## src/rtl/core/bas_pkg.sv

```systemverilog
`timescale 1ns / 1ps
// ----------------------------------------------------------------------------
// bas_pkg
// Shared types, codes and defaults for the bounded array stack/bag block.
// ----------------------------------------------------------------------------
package bas_pkg;

  localparam int DEPTH_DEF  = 256;
  localparam int DATA_W_DEF = 32;

  localparam int OP_W     = 4;
  localparam int POS_W    = 8;
  localparam int VALUE_W  = 32;
  localparam int STATUS_W = 2;
  localparam int COUNT_W  = 9;

  typedef enum logic [OP_W-1:0] {
    OP_PUSH         = 4'd0,
    OP_GET          = 4'd1,
    OP_PUT          = 4'd2,
    OP_SWAP         = 4'd3,
    OP_REMOVE_AT    = 4'd4,
    OP_POP          = 4'd5,
    OP_TOP          = 4'd6,
    OP_CONTAINS     = 4'd7,
    OP_REMOVE_VALUE = 4'd8,
    OP_CLEAR        = 4'd9
  } op_t;

  typedef enum logic [STATUS_W-1:0] {
    STS_OK    = 2'd0,
    STS_RANGE = 2'd1,
    STS_EMPTY = 2'd2,
    STS_FULL  = 2'd3
  } status_t;

  typedef struct packed {
    logic [OP_W-1:0]    op;
    logic [POS_W-1:0]   pos_a;
    logic [POS_W-1:0]   pos_b;
    logic [VALUE_W-1:0] value;
  } in_item_t;

  typedef struct packed {
    logic [STATUS_W-1:0] status;
    logic [VALUE_W-1:0]  read_value;
    logic                found;
    logic [COUNT_W-1:0]  count;
  } out_item_t;

  typedef enum logic [1:0] {
    IDX_HOLD = 2'd0,
    IDX_PA   = 2'd1,
    IDX_ZERO = 2'd2,
    IDX_INC  = 2'd3
  } idx_sel_t;

  typedef enum logic [2:0] {
    RD_NONE = 3'd0,
    RD_PA   = 3'd1,
    RD_PB   = 3'd2,
    RD_TOP  = 3'd3,
    RD_ZERO = 3'd4,
    RD_IDX1 = 3'd5,
    RD_IDX2 = 3'd6
  } rd_sel_t;

  typedef enum logic [2:0] {
    WR_NONE   = 3'd0,
    WR_PUSH   = 3'd1,
    WR_PUT    = 3'd2,
    WR_SWAP_A = 3'd3,
    WR_SWAP_B = 3'd4,
    WR_SHIFT  = 3'd5
  } wr_sel_t;

  typedef enum logic [1:0] {
    CNT_HOLD = 2'd0,
    CNT_INC  = 2'd1,
    CNT_DEC  = 2'd2,
    CNT_CLR  = 2'd3
  } cnt_op_t;

  typedef struct packed {
    logic     load;
    idx_sel_t idx_sel;
    rd_sel_t  rd_sel;
    wr_sel_t  wr_sel;
    logic     tmp_ld;
    cnt_op_t  cnt_op;
    logic     finish;
    status_t  fin_status;
    logic     fin_rd;
    logic     fin_found;
  } dp_cmd_t;

  typedef struct packed {
    logic [OP_W-1:0] op;
    logic            cnt_zero;
    logic            cnt_full;
    logic            pa_oor;
    logic            pb_oor;
    logic            match;
    logic            idx1_lt;
    logic            idx2_lt;
  } dp_sts_t;

endpackage

```

## src/rtl/core/bas_ctrl.sv

```systemverilog
`timescale 1ns / 1ps
// ----------------------------------------------------------------------------
// bas_ctrl
// Operation sequencer: checks, memory walk steps and result strobe.
// ----------------------------------------------------------------------------
module bas_ctrl (
  input  logic             clk,
  input  logic             rst_n,
  input  logic             start,
  output logic             busy,
  output logic             out_valid,
  input  bas_pkg::dp_sts_t sts,
  output bas_pkg::dp_cmd_t cmd
);

  typedef enum logic [3:0] {
    ST_IDLE,
    ST_DECODE,
    ST_RD_WAIT,
    ST_SW1,
    ST_SW2,
    ST_SW3,
    ST_SRCH,
    ST_SH_PRIME,
    ST_SH_RUN
  } state_t;

  state_t state_r, state_nxt;
  logic   out_valid_r;
  logic   rm_value;

  assign busy      = (state_r != ST_IDLE);
  assign out_valid = out_valid_r;
  assign rm_value  = (sts.op == bas_pkg::OP_REMOVE_VALUE);

  always_comb begin
    cmd       = '0;
    state_nxt = state_r;
    case (state_r)
      ST_IDLE: begin
        if (start) begin
          cmd.load  = 1'b1;
          state_nxt = ST_DECODE;
        end
      end
      ST_DECODE: begin
        if (sts.op inside {[bas_pkg::OP_GET:bas_pkg::OP_REMOVE_VALUE]} && sts.cnt_zero) begin
          cmd.finish     = 1'b1;
          cmd.fin_status = bas_pkg::STS_EMPTY;
          state_nxt      = ST_IDLE;
        end else begin
          case (sts.op)
            bas_pkg::OP_PUSH: begin
              cmd.finish = 1'b1;
              state_nxt  = ST_IDLE;
              if (sts.cnt_full) begin
                cmd.fin_status = bas_pkg::STS_FULL;
              end else begin
                cmd.wr_sel = bas_pkg::WR_PUSH;
                cmd.cnt_op = bas_pkg::CNT_INC;
              end
            end
            bas_pkg::OP_GET: begin
              if (sts.pa_oor) begin
                cmd.finish     = 1'b1;
                cmd.fin_status = bas_pkg::STS_RANGE;
                state_nxt      = ST_IDLE;
              end else begin
                cmd.rd_sel = bas_pkg::RD_PA;
                state_nxt  = ST_RD_WAIT;
              end
            end
            bas_pkg::OP_PUT: begin
              cmd.finish = 1'b1;
              state_nxt  = ST_IDLE;
              if (sts.pa_oor) begin
                cmd.fin_status = bas_pkg::STS_RANGE;
              end else begin
                cmd.wr_sel = bas_pkg::WR_PUT;
              end
            end
            bas_pkg::OP_SWAP: begin
              if (sts.pa_oor || sts.pb_oor) begin
                cmd.finish     = 1'b1;
                cmd.fin_status = bas_pkg::STS_RANGE;
                state_nxt      = ST_IDLE;
              end else begin
                cmd.rd_sel = bas_pkg::RD_PA;
                state_nxt  = ST_SW1;
              end
            end
            bas_pkg::OP_REMOVE_AT: begin
              if (sts.pa_oor) begin
                cmd.finish     = 1'b1;
                cmd.fin_status = bas_pkg::STS_RANGE;
                state_nxt      = ST_IDLE;
              end else begin
                cmd.idx_sel = bas_pkg::IDX_PA;
                state_nxt   = ST_SH_PRIME;
              end
            end
            bas_pkg::OP_POP: begin
              cmd.cnt_op = bas_pkg::CNT_DEC;
              cmd.finish = 1'b1;
              state_nxt  = ST_IDLE;
            end
            bas_pkg::OP_TOP: begin
              cmd.rd_sel = bas_pkg::RD_TOP;
              state_nxt  = ST_RD_WAIT;
            end
            bas_pkg::OP_CONTAINS, bas_pkg::OP_REMOVE_VALUE: begin
              cmd.idx_sel = bas_pkg::IDX_ZERO;
              cmd.rd_sel  = bas_pkg::RD_ZERO;
              state_nxt   = ST_SRCH;
            end
            bas_pkg::OP_CLEAR: begin
              cmd.cnt_op = bas_pkg::CNT_CLR;
              cmd.finish = 1'b1;
              state_nxt  = ST_IDLE;
            end
            default: begin
              cmd.finish = 1'b1;
              state_nxt  = ST_IDLE;
            end
          endcase
        end
      end
      ST_RD_WAIT: begin
        cmd.finish = 1'b1;
        cmd.fin_rd = 1'b1;
        state_nxt  = ST_IDLE;
      end
      ST_SW1: begin
        cmd.tmp_ld = 1'b1;
        cmd.rd_sel = bas_pkg::RD_PB;
        state_nxt  = ST_SW2;
      end
      ST_SW2: begin
        cmd.wr_sel = bas_pkg::WR_SWAP_A;
        state_nxt  = ST_SW3;
      end
      ST_SW3: begin
        cmd.wr_sel = bas_pkg::WR_SWAP_B;
        cmd.finish = 1'b1;
        state_nxt  = ST_IDLE;
      end
      ST_SRCH: begin
        if (sts.match) begin
          if (rm_value) begin
            state_nxt = ST_SH_PRIME;
          end else begin
            cmd.finish    = 1'b1;
            cmd.fin_found = 1'b1;
            state_nxt     = ST_IDLE;
          end
        end else if (sts.idx1_lt) begin
          cmd.rd_sel  = bas_pkg::RD_IDX1;
          cmd.idx_sel = bas_pkg::IDX_INC;
        end else begin
          cmd.finish = 1'b1;
          state_nxt  = ST_IDLE;
        end
      end
      ST_SH_PRIME: begin
        if (sts.idx1_lt) begin
          cmd.rd_sel = bas_pkg::RD_IDX1;
          state_nxt  = ST_SH_RUN;
        end else begin
          cmd.cnt_op    = bas_pkg::CNT_DEC;
          cmd.finish    = 1'b1;
          cmd.fin_found = rm_value;
          state_nxt     = ST_IDLE;
        end
      end
      ST_SH_RUN: begin
        cmd.wr_sel  = bas_pkg::WR_SHIFT;
        cmd.idx_sel = bas_pkg::IDX_INC;
        if (sts.idx2_lt) begin
          cmd.rd_sel = bas_pkg::RD_IDX2;
        end else begin
          cmd.cnt_op    = bas_pkg::CNT_DEC;
          cmd.finish    = 1'b1;
          cmd.fin_found = rm_value;
          state_nxt     = ST_IDLE;
        end
      end
      default: begin
        state_nxt = ST_IDLE;
      end
    endcase
  end

  always_ff @(posedge clk) begin
    if (!rst_n) begin
      state_r     <= ST_IDLE;
      out_valid_r <= 1'b0;
    end else begin
      state_r     <= state_nxt;
      out_valid_r <= cmd.finish;
    end
  end

  a_strobe_when_idle: assert property (@(posedge clk) disable iff (!rst_n)
    out_valid_r |-> (state_r == ST_IDLE))
    else $error("result strobe while sequencer active");

  a_strobe_pulse: assert property (@(posedge clk) disable iff (!rst_n)
    out_valid_r |=> !out_valid_r)
    else $error("result strobe longer than one cycle");

  a_accept_busy: assert property (@(posedge clk) disable iff (!rst_n)
    (start && !busy) |=> (busy && !out_valid_r))
    else $error("accepted transaction did not start");

endmodule

```

## config.mk

```make
export PLATFORM = sky130hd
export DESIGN_NAME = bas_ctrl
export DESIGN_NICKNAME = d
export VERILOG_FILES = /design/src/rtl/core/bas_pkg.sv /design/src/rtl/core/bas_ctrl.sv
export SDC_FILE = /design/constraint.sdc
export NUM_CORES = 1
export LEC_CHECK = 0
export ABC_CLOCK_PERIOD_IN_PS = 5750
export BUFFER_PORTS_ARGS = -buffer_cell sky130_fd_sc_hd__buf_2
export CAP_MARGIN = 20
export CORE_UTILIZATION = 52
export DETAILED_ROUTE_END_ITERATION = 8
export MAX_ROUTING_LAYER = met4
export PLACE_DENSITY = 0.84
export SYNTH_ARGS = -nofsm -noshare
export SYNTH_HDL_FRONTEND = slang
export SYNTH_SLANG_ARGS = --single-unit
```

## constraint.sdc

```tcl
create_clock -name clk -period 5.75 [get_ports clk]
set_clock_uncertainty 0.05 [all_clocks]
set_input_delay 0.8625 -clock clk [delete_from_list [all_inputs] [get_ports clk]]
set_output_delay 0.8625 -clock clk [all_outputs]
set_load 0.1 [all_outputs]
```

==> flow_results.xml, run 1 <==
<?xml version="1.0" encoding="UTF-8"?>
<metrics>
  <group name="die">
    <metric name="fp.coreArea" unit="um2">1520</metric>
    <metric name="die_area" unit="um2">1800</metric>
    <metric name="die-width" unit="um">42.5</metric>
    <metric name="num_rows" unit="">14</metric>
    <metric name="floorplan.io_pins" unit="">33</metric>
    <metric name="start_util" unit="">0.558</metric>
    <metric name="die-height" unit="um">42.5</metric>
  </group>
  <group name="timing">
    <metric name="min_period_over_period" unit="">0.609</metric>
    <metric name="max_slew_violation_total_from_the_final_report" unit="">0</metric>
    <metric name="final.setup.worst_slack" unit="ps">2250</metric>
    <metric name="layout_min_cycle_time" unit="ps">3500</metric>
    <metric name="setup-tns-final" unit="ps">0</metric>
    <metric name="grt_setup_unrepaired" unit="">false</metric>
    <metric name="fmax" unit="MHz">286</metric>
    <metric name="setup_viol" unit="">0</metric>
    <metric name="slew_worst_pin" unit="ps">819</metric>
    <metric name="maxSlewHeadroom" unit="">0.446</metric>
    <metric name="report.final.hold_viol_count" unit="">0</metric>
  </group>
  <group name="pwr">
    <metric name="post-layout-total-power" unit="mW">0.171</metric>
    <metric name="total_leakage_power" unit="nW">0.471</metric>
    <metric name="max-vdd-ir-drop" unit="uV">74.3</metric>
    <metric name="power_per_cell_area" unit="nW/um2">171</metric>
  </group>
  <group name="global_routing">
    <metric name="busiest_layer_in_global_routing" unit="">met2</metric>
    <metric name="gr-usage-met1" unit="">0.384</metric>
    <metric name="met3_usage" unit="">0.0129</metric>
    <metric name="globalRouteOverflowTotal" unit="">0</metric>
    <metric name="wire_length_of_the_first_global_routing_pass" unit="mm">3.94</metric>
    <metric name="grt_max_degree" unit="">21</metric>
    <metric name="grt_util_all_layers" unit="">0.283</metric>
    <metric name="antenna_found_initial" unit="">0</metric>
    <metric name="vias_in_the_first_global_route" unit="">928</metric>
    <metric name="gr-usage-met2" unit="">0.434</metric>
  </group>
  <group name="setup_path">
    <metric name="critical_path.startpoint_type" unit="">flop</metric>
    <metric name="worst-setup-path-type" unit="">reg -&gt; out</metric>
    <metric name="largest_stage_delay_on_the_critical_path" unit="ps">700</metric>
    <metric name="critical-path-slowest-cell" unit="">sky130_fd_sc_hd__dfxtp_1</metric>
    <metric name="worst-endpoint-required" unit="ps">4840</metric>
    <metric name="cp_max_fo" unit="">20</metric>
    <metric name="cp-end-kind" unit="">output port</metric>
    <metric name="timing.critical_path.arrival" unit="ps">2590</metric>
    <metric name="critical_path.cell_chain" unit="">or4b_4, a211oi_1, a41oi_1, nor2_1, buf_2</metric>
  </group>
  <group name="drt">
    <metric name="routed_via_density" unit="">6.26</metric>
    <metric name="post_route_wl" unit="mm">2.39</metric>
    <metric name="drt_drc_violations_left" unit="">0</metric>
    <metric name="drt-initial-drc-count" unit="">54</metric>
    <metric name="detailroute.via_count" unit="">1065</metric>
    <metric name="detail-route-antenna-nets" unit="">0</metric>
    <metric name="number_of_detailed_route_iterations_in_the_first_pass" unit="">4</metric>
    <metric name="wl_per_cell" unit="um">14.0</metric>
  </group>
  <group name="logic_synthesis">
    <metric name="synth-edff-count" unit="">0</metric>
    <metric name="synth_top_cells_by_area" unit="">sky130_fd_sc_hd__dfxtp_1, sky130_fd_sc_hd__nor2_1, sky130_fd_sc_hd__nand2_1</metric>
    <metric name="mapped_cells" unit="">129</metric>
    <metric name="ys_seq_elements" unit="">5</metric>
    <metric name="synth-seq-area-share" unit="">0.118</metric>
    <metric name="asyncSetResetFlopFracSynth" unit="">0</metric>
    <metric name="postSynth.topFlopCell" unit="">sky130_fd_sc_hd__dfxtp_1</metric>
    <metric name="yosysWarningCount" unit="">0</metric>
    <metric name="postSynthAreaPerCell" unit="um2">6.60</metric>
    <metric name="synth_top_area_frac" unit="">0.118</metric>
    <metric name="netlist_area" unit="um2">851</metric>
    <metric name="syn_nets" unit="">143</metric>
    <metric name="synth_largest_area_cell" unit="">sky130_fd_sc_hd__dfxtp_1</metric>
    <metric name="synth_cell_types" unit="">46</metric>
  </group>
  <group name="clocking">
    <metric name="cts_buffer_depth" unit="">2</metric>
    <metric name="post_cts_resized" unit="">0</metric>
    <metric name="cts.sinks" unit="">5</metric>
    <metric name="cts.hold.buffers_added" unit="">0</metric>
    <metric name="cts-buffers-inserted" unit="">3</metric>
    <metric name="clk-insertion-delay-late" unit="ps">240</metric>
    <metric name="h-tree-depth" unit="">1</metric>
    <metric name="clock-root-buffer" unit="">sky130_fd_sc_hd__clkbuf_4</metric>
    <metric name="tritoncts" unit="">yes</metric>
    <metric name="post_cts_repair_timing_setup_buffer_count" unit="">0</metric>
    <metric name="clkTransAtPathRegs" unit="ps">40</metric>
  </group>
  <group name="final_layout">
    <metric name="layout-area-overhead-vs-synth" unit="%">17.6</metric>
    <metric name="insertedDiodeCount" unit="">0</metric>
    <metric name="final_layout_size_suffix_gt1_frac" unit="">0.253</metric>
    <metric name="finish.net_count" unit="">169</metric>
    <metric name="utilization" unit="">0.657</metric>
    <metric name="layout_commonest_cell" unit="">sky130_fd_sc_hd__buf_2</metric>
    <metric name="filler_cell_count" unit="">136</metric>
    <metric name="final_cell_mix" unit="">sky130_fd_sc_hd__buf_2, sky130_fd_sc_hd__nor2_1, sky130_fd_sc_hd__nand2_1</metric>
  </group>
  <group name="placed_design">
    <metric name="finalWeightedCongestion" unit="">0.817</metric>
    <metric name="buffer_ports.inserted" unit="">32</metric>
    <metric name="place_hpwl" unit="mm">1.76</metric>
    <metric name="place_ws" unit="ps">2290</metric>
  </group>
  <group name="status">
    <metric name="outcome" unit="">finished, final reports clean</metric>
  </group>
  <group name="job">
    <metric name="max_cap_viol_count" unit="">0</metric>
  </group>
  <group name="hold_path">
    <metric name="worstHoldPathType" unit="">reg -&gt; reg</metric>
  </group>
</metrics>
==> metal layers <==
metal | wire (um) | vias to the layer above
li1 | - | 542
met1 | 1080 | 477
met2 | 1190 | 44
met3 | 117 | 2
met4 | 4 | 0
met5 | 0 | -
==> logic make-up after synthesis <==
kind of cell           synth area share
XOR/XNOR                         0.0103
flip-flops                        0.118
AND/OR/NAND/NOR                   0.440
AO/OA/AOI/OAI                     0.329
multiplexers                     0.0235
buffers and inverters            0.0794
==> state kept, by name, indices dropped and copies added (netlist names) <==
signal,cells
out_valid,1
state_r,4
==> where the power goes <==
group / leakage, nW / total (mW) / internal (mW) / switching [mW]
registers: 0.0408 / 0.0420 / 0.0367 / 0.00536
clock network: 0.0150 / 0.0403 / 0.0262 / 0.0140
logic: 0.415 / 0.0887 / 0.0211 / 0.0676
total: 0.471 / 0.171 / 0.0839 / 0.0870
==> area by class of cell <==
| cell class | instances | area [um2] | area share |
|---|---|---|---|
| clock buffers | 4 | 26.3 | 0.0263 |
| repair buffers | 32 | 160 | 0.160 |
| inverters | 3 | 11.3 | 0.0113 |
| multi-input cells | 110 | 683 | 0.682 |
| flip-flops and latches | 5 | 100 | 0.100 |
| well taps | 16 | 20.0 | 0.0200 |
==> path summary, 6_finish.rpt <==
kind / cells after the start / slack (ps) / from / to
hold reg to reg: 2 / 700 / state_r[1]$_SDFFE_PN0P_ / state_r[3]$_SDFFE_PN0P_
setup reg to reg: 4 / 3570 / state_r[0]$_SDFFE_PN0P_ / state_r[0]$_SDFFE_PN0P_
hold / removal: 2 / 700 / state_r[1]$_SDFFE_PN0P_ / state_r[3]$_SDFFE_PN0P_
setup / recovery: 5 / 2250 / state_r[0]$_SDFFE_PN0P_ / cmd[9]
==> critical path: cells and delay by family (launching register included) <==
kind	cells	cell delay, ps
simple gates	2	700
flops	1	700
buf+inv	1	440
compound gates	2	500
==> synth_stat cells, types with 2 or more instances <==
master and n:
sky130_fd_sc_hd__buf_6 2, sky130_fd_sc_hd__nor4bb_1 2, sky130_fd_sc_hd__nand3_1 6, sky130_fd_sc_hd__nor4b_1 3, sky130_fd_sc_hd__o21a_1 2, sky130_fd_sc_hd__a211oi_1 3
sky130_fd_sc_hd__dfxtp_1 5, sky130_fd_sc_hd__nand2b_1 6, sky130_fd_sc_hd__and3_1 2, sky130_fd_sc_hd__a31oi_1 4, sky130_fd_sc_hd__a31o_2 2, sky130_fd_sc_hd__nand2_1 10
sky130_fd_sc_hd__nand3b_1 2, sky130_fd_sc_hd__o21ai_1 2, sky130_fd_sc_hd__nor2b_1 4, sky130_fd_sc_hd__a32oi_1 2, sky130_fd_sc_hd__a21o_1 2, sky130_fd_sc_hd__inv_1 3
sky130_fd_sc_hd__clkbuf_1 7, sky130_fd_sc_hd__buf_1 2, sky130_fd_sc_hd__a21oi_1 7, sky130_fd_sc_hd__a41oi_1 2, sky130_fd_sc_hd__nor3_1 5, sky130_fd_sc_hd__mux2i_1 2
sky130_fd_sc_hd__nor2_1 20, sky130_fd_sc_hd__o21ai_0 2
==> stage by stage <==
| stage | std cells | hold slack, ps | instance area (um2) |
|---|---|---|---|
| floorplan | 129 | 609 | 851 |
| global placement | 166 | 671 | 975 |
| detailed placement | 166 | 688 | 975 |
| CTS | 170 | 695 | 1000 |
| global route | 170 | 772 | 1000 |
| finish | 170 | 697 | 1000 |
Power figures use the tool's default switching activity.
==> run 2, diff against run 1 <==
--- a/config.mk
+++ b/config.mk
@@ -5,13 +5,14 @@
 export SDC_FILE = /design/constraint.sdc
 export NUM_CORES = 1
 export LEC_CHECK = 0
-export ABC_CLOCK_PERIOD_IN_PS = 5750
+export ABC_AREA = 1
+export ABC_CLOCK_PERIOD_IN_PS = 3300
 export BUFFER_PORTS_ARGS = -buffer_cell sky130_fd_sc_hd__buf_2
 export CAP_MARGIN = 20
-export CORE_UTILIZATION = 52
+export CORE_UTILIZATION = 46
 export DETAILED_ROUTE_END_ITERATION = 8
 export MAX_ROUTING_LAYER = met4
-export PLACE_DENSITY = 0.84
+export PLACE_DENSITY = 0.78
 export SYNTH_ARGS = -nofsm -noshare
 export SYNTH_HDL_FRONTEND = slang
 export SYNTH_SLANG_ARGS = --single-unit
==> constraint.sdc (replaced) <==
create_clock -name clk -period 3.3 [get_ports clk]
set_clock_uncertainty 0.05 [all_clocks]
set_input_delay 0.495 -clock clk [delete_from_list [all_inputs] [get_ports clk]]
set_output_delay 0.495 -clock clk [all_outputs]
set_load 0.1 [all_outputs]
==> run 2 against run 1 <==
Register-to-register slack worse by 1700 ps. Area after synthesis fell by 12%. Critical endpoint is now cmd[2]. Highest routed layer is now met3. First-iteration DRC count fell by 19%. Setup slack got worse by 1400 ps. Clock-buffer cell count unchanged. Worst hold slack worse by 260 ps. Cell area decreased by 4.0%. Total power up 68%. Sequential share of layout area rose by 0.42 points.
==> flow_results.xml, run 2 <==
<?xml version="1.0" encoding="UTF-8"?>
<metrics>
  <group name="pwr">
    <metric name="relative_contribution_of_combinational_cells_to_total_power" unit="">0.538</metric>
    <metric name="p_sw_frac" unit="">0.515</metric>
    <metric name="total_switching_power" unit="mW">0.148</metric>
    <metric name="clockPowerShare" unit="">0.229</metric>
    <metric name="power.share.sequential" unit="">0.233</metric>
    <metric name="max-vdd-ir-drop" unit="uV">354</metric>
    <metric name="power_per_cell_area" unit="nW/um2">300</metric>
    <metric name="cellInternalPower" unit="mW">0.140</metric>
    <metric name="total_leakage_power" unit="nW">0.608</metric>
  </group>
  <group name="placed_design">
    <metric name="detailed_place.area" unit="um2">935</metric>
    <metric name="finalWeightedCongestion" unit="">0.943</metric>
    <metric name="place_ws" unit="ps">803</metric>
    <metric name="place_hpwl" unit="mm">1.92</metric>
    <metric name="buffer_ports.inserted" unit="">32</metric>
  </group>
  <group name="timing">
    <metric name="maxSlewHeadroom" unit="">0.676</metric>
    <metric name="final.setup.worst_slack" unit="ps">805</metric>
    <metric name="layout_min_cycle_time" unit="ps">2490</metric>
    <metric name="timing.hold.ws" unit="ps">438</metric>
    <metric name="setup-tns-final" unit="ps">0</metric>
    <metric name="min_period_over_period" unit="">0.756</metric>
    <metric name="grt_setup_unrepaired" unit="">false</metric>
    <metric name="slew_worst_pin" unit="ps">489</metric>
    <metric name="max_slew_violation_total_from_the_final_report" unit="">0</metric>
    <metric name="report.final.hold_viol_count" unit="">0</metric>
    <metric name="setup_viol" unit="">0</metric>
    <metric name="fmax" unit="MHz">401</metric>
  </group>
  <group name="logic_synthesis">
    <metric name="synth_cell_types" unit="">22</metric>
    <metric name="asyncSetResetFlopFracSynth" unit="">0</metric>
    <metric name="postSynth.topFlopCell" unit="">sky130_fd_sc_hd__dfxtp_1</metric>
    <metric name="synthMostInstantiatedCell" unit="">sky130_fd_sc_hd__nand2_1</metric>
    <metric name="syn_nets" unit="">163</metric>
    <metric name="mapped_cells" unit="">149</metric>
    <metric name="netlist_area" unit="um2">749</metric>
    <metric name="synth-edff-count" unit="">0</metric>
    <metric name="postSynthAreaPerCell" unit="um2">5.03</metric>
    <metric name="ys_seq_elements" unit="">5</metric>
    <metric name="synth_top_cells_by_area" unit="">sky130_fd_sc_hd__nand2_1, sky130_fd_sc_hd__dfxtp_1, sky130_fd_sc_hd__nor2_1</metric>
    <metric name="synth-seq-area-share" unit="">0.134</metric>
    <metric name="synth_largest_area_cell" unit="">sky130_fd_sc_hd__nand2_1</metric>
    <metric name="yosys-top-cells-count" unit="">sky130_fd_sc_hd__nand2_1, sky130_fd_sc_hd__nor2_1, sky130_fd_sc_hd__inv_1</metric>
    <metric name="yosysWarningCount" unit="">0</metric>
    <metric name="synth_top_area_frac" unit="">0.205</metric>
  </group>
  <group name="setup_path">
    <metric name="largest_stage_delay_on_the_critical_path" unit="ps">450</metric>
    <metric name="critical-path-slowest-cell" unit="">sky130_fd_sc_hd__buf_2</metric>
    <metric name="cp_max_fo" unit="">5</metric>
    <metric name="worst-setup-path-type" unit="">in -&gt; out</metric>
    <metric name="timing.critical_path.arrival" unit="ps">1950</metric>
    <metric name="critical_path.cell_chain" unit="">buf_2, nor2_2, nand2_1, nand2_1, nor2_4, nor2_4, o21ai_1, a31oi_1, buf_2</metric>
    <metric name="cp-end-kind" unit="">output port</metric>
    <metric name="worst-endpoint-required" unit="ps">2750</metric>
    <metric name="critical_path.startpoint_type" unit="">input port</metric>
  </group>
  <group name="global_routing">
    <metric name="grt_max_degree" unit="">7</metric>
    <metric name="antenna_found_initial" unit="">0</metric>
    <metric name="vias_in_the_first_global_route" unit="">990</metric>
    <metric name="grt_util_all_layers" unit="">0.289</metric>
    <metric name="globalRouteOverflowTotal" unit="">0</metric>
    <metric name="wire_length_of_the_first_global_routing_pass" unit="mm">4.00</metric>
  </group>
  <group name="die">
    <metric name="die_area" unit="um2">1790</metric>
    <metric name="die-width" unit="um">42.4</metric>
    <metric name="die-height" unit="um">42.4</metric>
    <metric name="num_rows" unit="">14</metric>
    <metric name="floorplan.io_pins" unit="">33</metric>
    <metric name="fp.coreArea" unit="um2">1510</metric>
    <metric name="start_util" unit="">0.498</metric>
  </group>
  <group name="final_layout">
    <metric name="finish.net_count" unit="">200</metric>
    <metric name="final_cell_mix" unit="">sky130_fd_sc_hd__nand2_1, sky130_fd_sc_hd__buf_2, sky130_fd_sc_hd__nor2_1</metric>
    <metric name="largest_reg_flops" unit="">4</metric>
    <metric name="layout-area-overhead-vs-synth" unit="%">28.2</metric>
    <metric name="filler_cell_count" unit="">159</metric>
    <metric name="regMostFlops" unit="">state_r</metric>
    <metric name="utilization" unit="">0.638</metric>
    <metric name="layout_commonest_cell" unit="">sky130_fd_sc_hd__nand2_1</metric>
    <metric name="final_layout_size_suffix_gt1_frac" unit="">0.286</metric>
    <metric name="final_area" unit="um2">961</metric>
    <metric name="insertedDiodeCount" unit="">0</metric>
  </group>
  <group name="status">
    <metric name="outcome" unit="">finished, final reports clean</metric>
  </group>
  <group name="clocking">
    <metric name="h-tree-depth" unit="">1</metric>
    <metric name="clk-insertion-delay-late" unit="ps">230</metric>
    <metric name="cts_buffer_depth" unit="">2</metric>
    <metric name="post_cts_repair_timing_setup_buffer_count" unit="">0</metric>
    <metric name="clkTransAtPathRegs" unit="ps">40</metric>
    <metric name="clock-root-buffer" unit="">sky130_fd_sc_hd__clkbuf_4</metric>
    <metric name="cts.sinks" unit="">5</metric>
    <metric name="cts-buffers-inserted" unit="">3</metric>
    <metric name="tritoncts" unit="">yes</metric>
    <metric name="post_cts_resized" unit="">0</metric>
    <metric name="cts.hold.buffers_added" unit="">0</metric>
  </group>
  <group name="drt">
    <metric name="drt-initial-drc-count" unit="">44</metric>
    <metric name="detail-route-antenna-nets" unit="">0</metric>
    <metric name="detailroute.via_count" unit="">1031</metric>
    <metric name="routed_via_density" unit="">5.13</metric>
    <metric name="post_route_wl" unit="mm">2.21</metric>
    <metric name="number_of_detailed_route_iterations_in_the_first_pass" unit="">4</metric>
    <metric name="drt_drc_violations_left" unit="">0</metric>
    <metric name="wl_per_cell" unit="um">11.0</metric>
  </group>
  <group name="hold_path">
    <metric name="worstHoldPathType" unit="">in -&gt; reg</metric>
  </group>
  <group name="job">
    <metric name="max_cap_viol_count" unit="">0</metric>
  </group>
</metrics>
[run 2: path summary, 6_finish.rpt]
kind	startpoint	cells after the start	slack, ps	to
max reg2reg	state_r[2]$_SDFFE_PN0P_	7	1900	state_r[0]$_SDFFE_PN0P_
min	rst_n	3	440	state_r[2]$_SDFFE_PN0P_
min reg2reg	state_r[1]$_SDFFE_PN0P_	5	750	state_r[0]$_SDFFE_PN0P_
max	sts[8]	9	810	cmd[2]
[run 2: cells by family (layout without fill, tap and decap cells)]
logic type / after synthesis / in the layout / share of synthesized area
DFF: 5 / 5 / 0.134
AOI/OAI and AO/OA: 19 / 19 / 0.162
buffers and inverters: 31 / 67 / 0.155
and+or+nand+nor: 94 / 94 / 0.549
[run 2: metrics by stage]
| stage | total power [mW] | std cells |
|---|---|---|
| floorplan | 0.191 | 149 |
| global placement | 0.221 | 197 |
| detailed placement | 0.223 | 197 |
| CTS | 0.289 | 201 |
| global route | 0.305 | 201 |
| finish | 0.288 | 201 |
[run 2: critical path: cells and delay by family]
family | cells | cell delay [ps]
AOI/OAI and AO/OA | 2 | 250
buffers and inverters | 2 | 580
and+or+nand+nor | 5 | 630
[run 2: layout make-up]
| type | count | area (um2) | share of cell area |
|---|---|---|---|
| clock buffers | 4 | 26.3 | 0.0273 |
| inverters | 31 | 116 | 0.121 |
| multi-input cells | 113 | 538 | 0.560 |
| flip-flops and latches | 5 | 100 | 0.104 |
| well taps | 16 | 20.0 | 0.0208 |
| repair buffers | 32 | 160 | 0.167 |
[run 2: routing by layer]
metal  vias to the layer above  wire length [um]  GRT usage
met5                         -                 0          -
met4                         0                 0     0.0750
met3                         0                76     0.0259
met2                        30              1200      0.538
met1                       467               932      0.326
li1                        534                 -          -
[run 2: power groups by stage]
stage          Sequential, mW  Combinational, mW  Clock (mW)
2_1_floorplan          0.0750              0.116           0
3_3_place_gp           0.0679              0.153           0
3_5_place_dp           0.0682              0.154           0
4_1_cts                0.0672              0.155      0.0675
5_1_grt                0.0675              0.166      0.0709
6_report               0.0672              0.155      0.0659
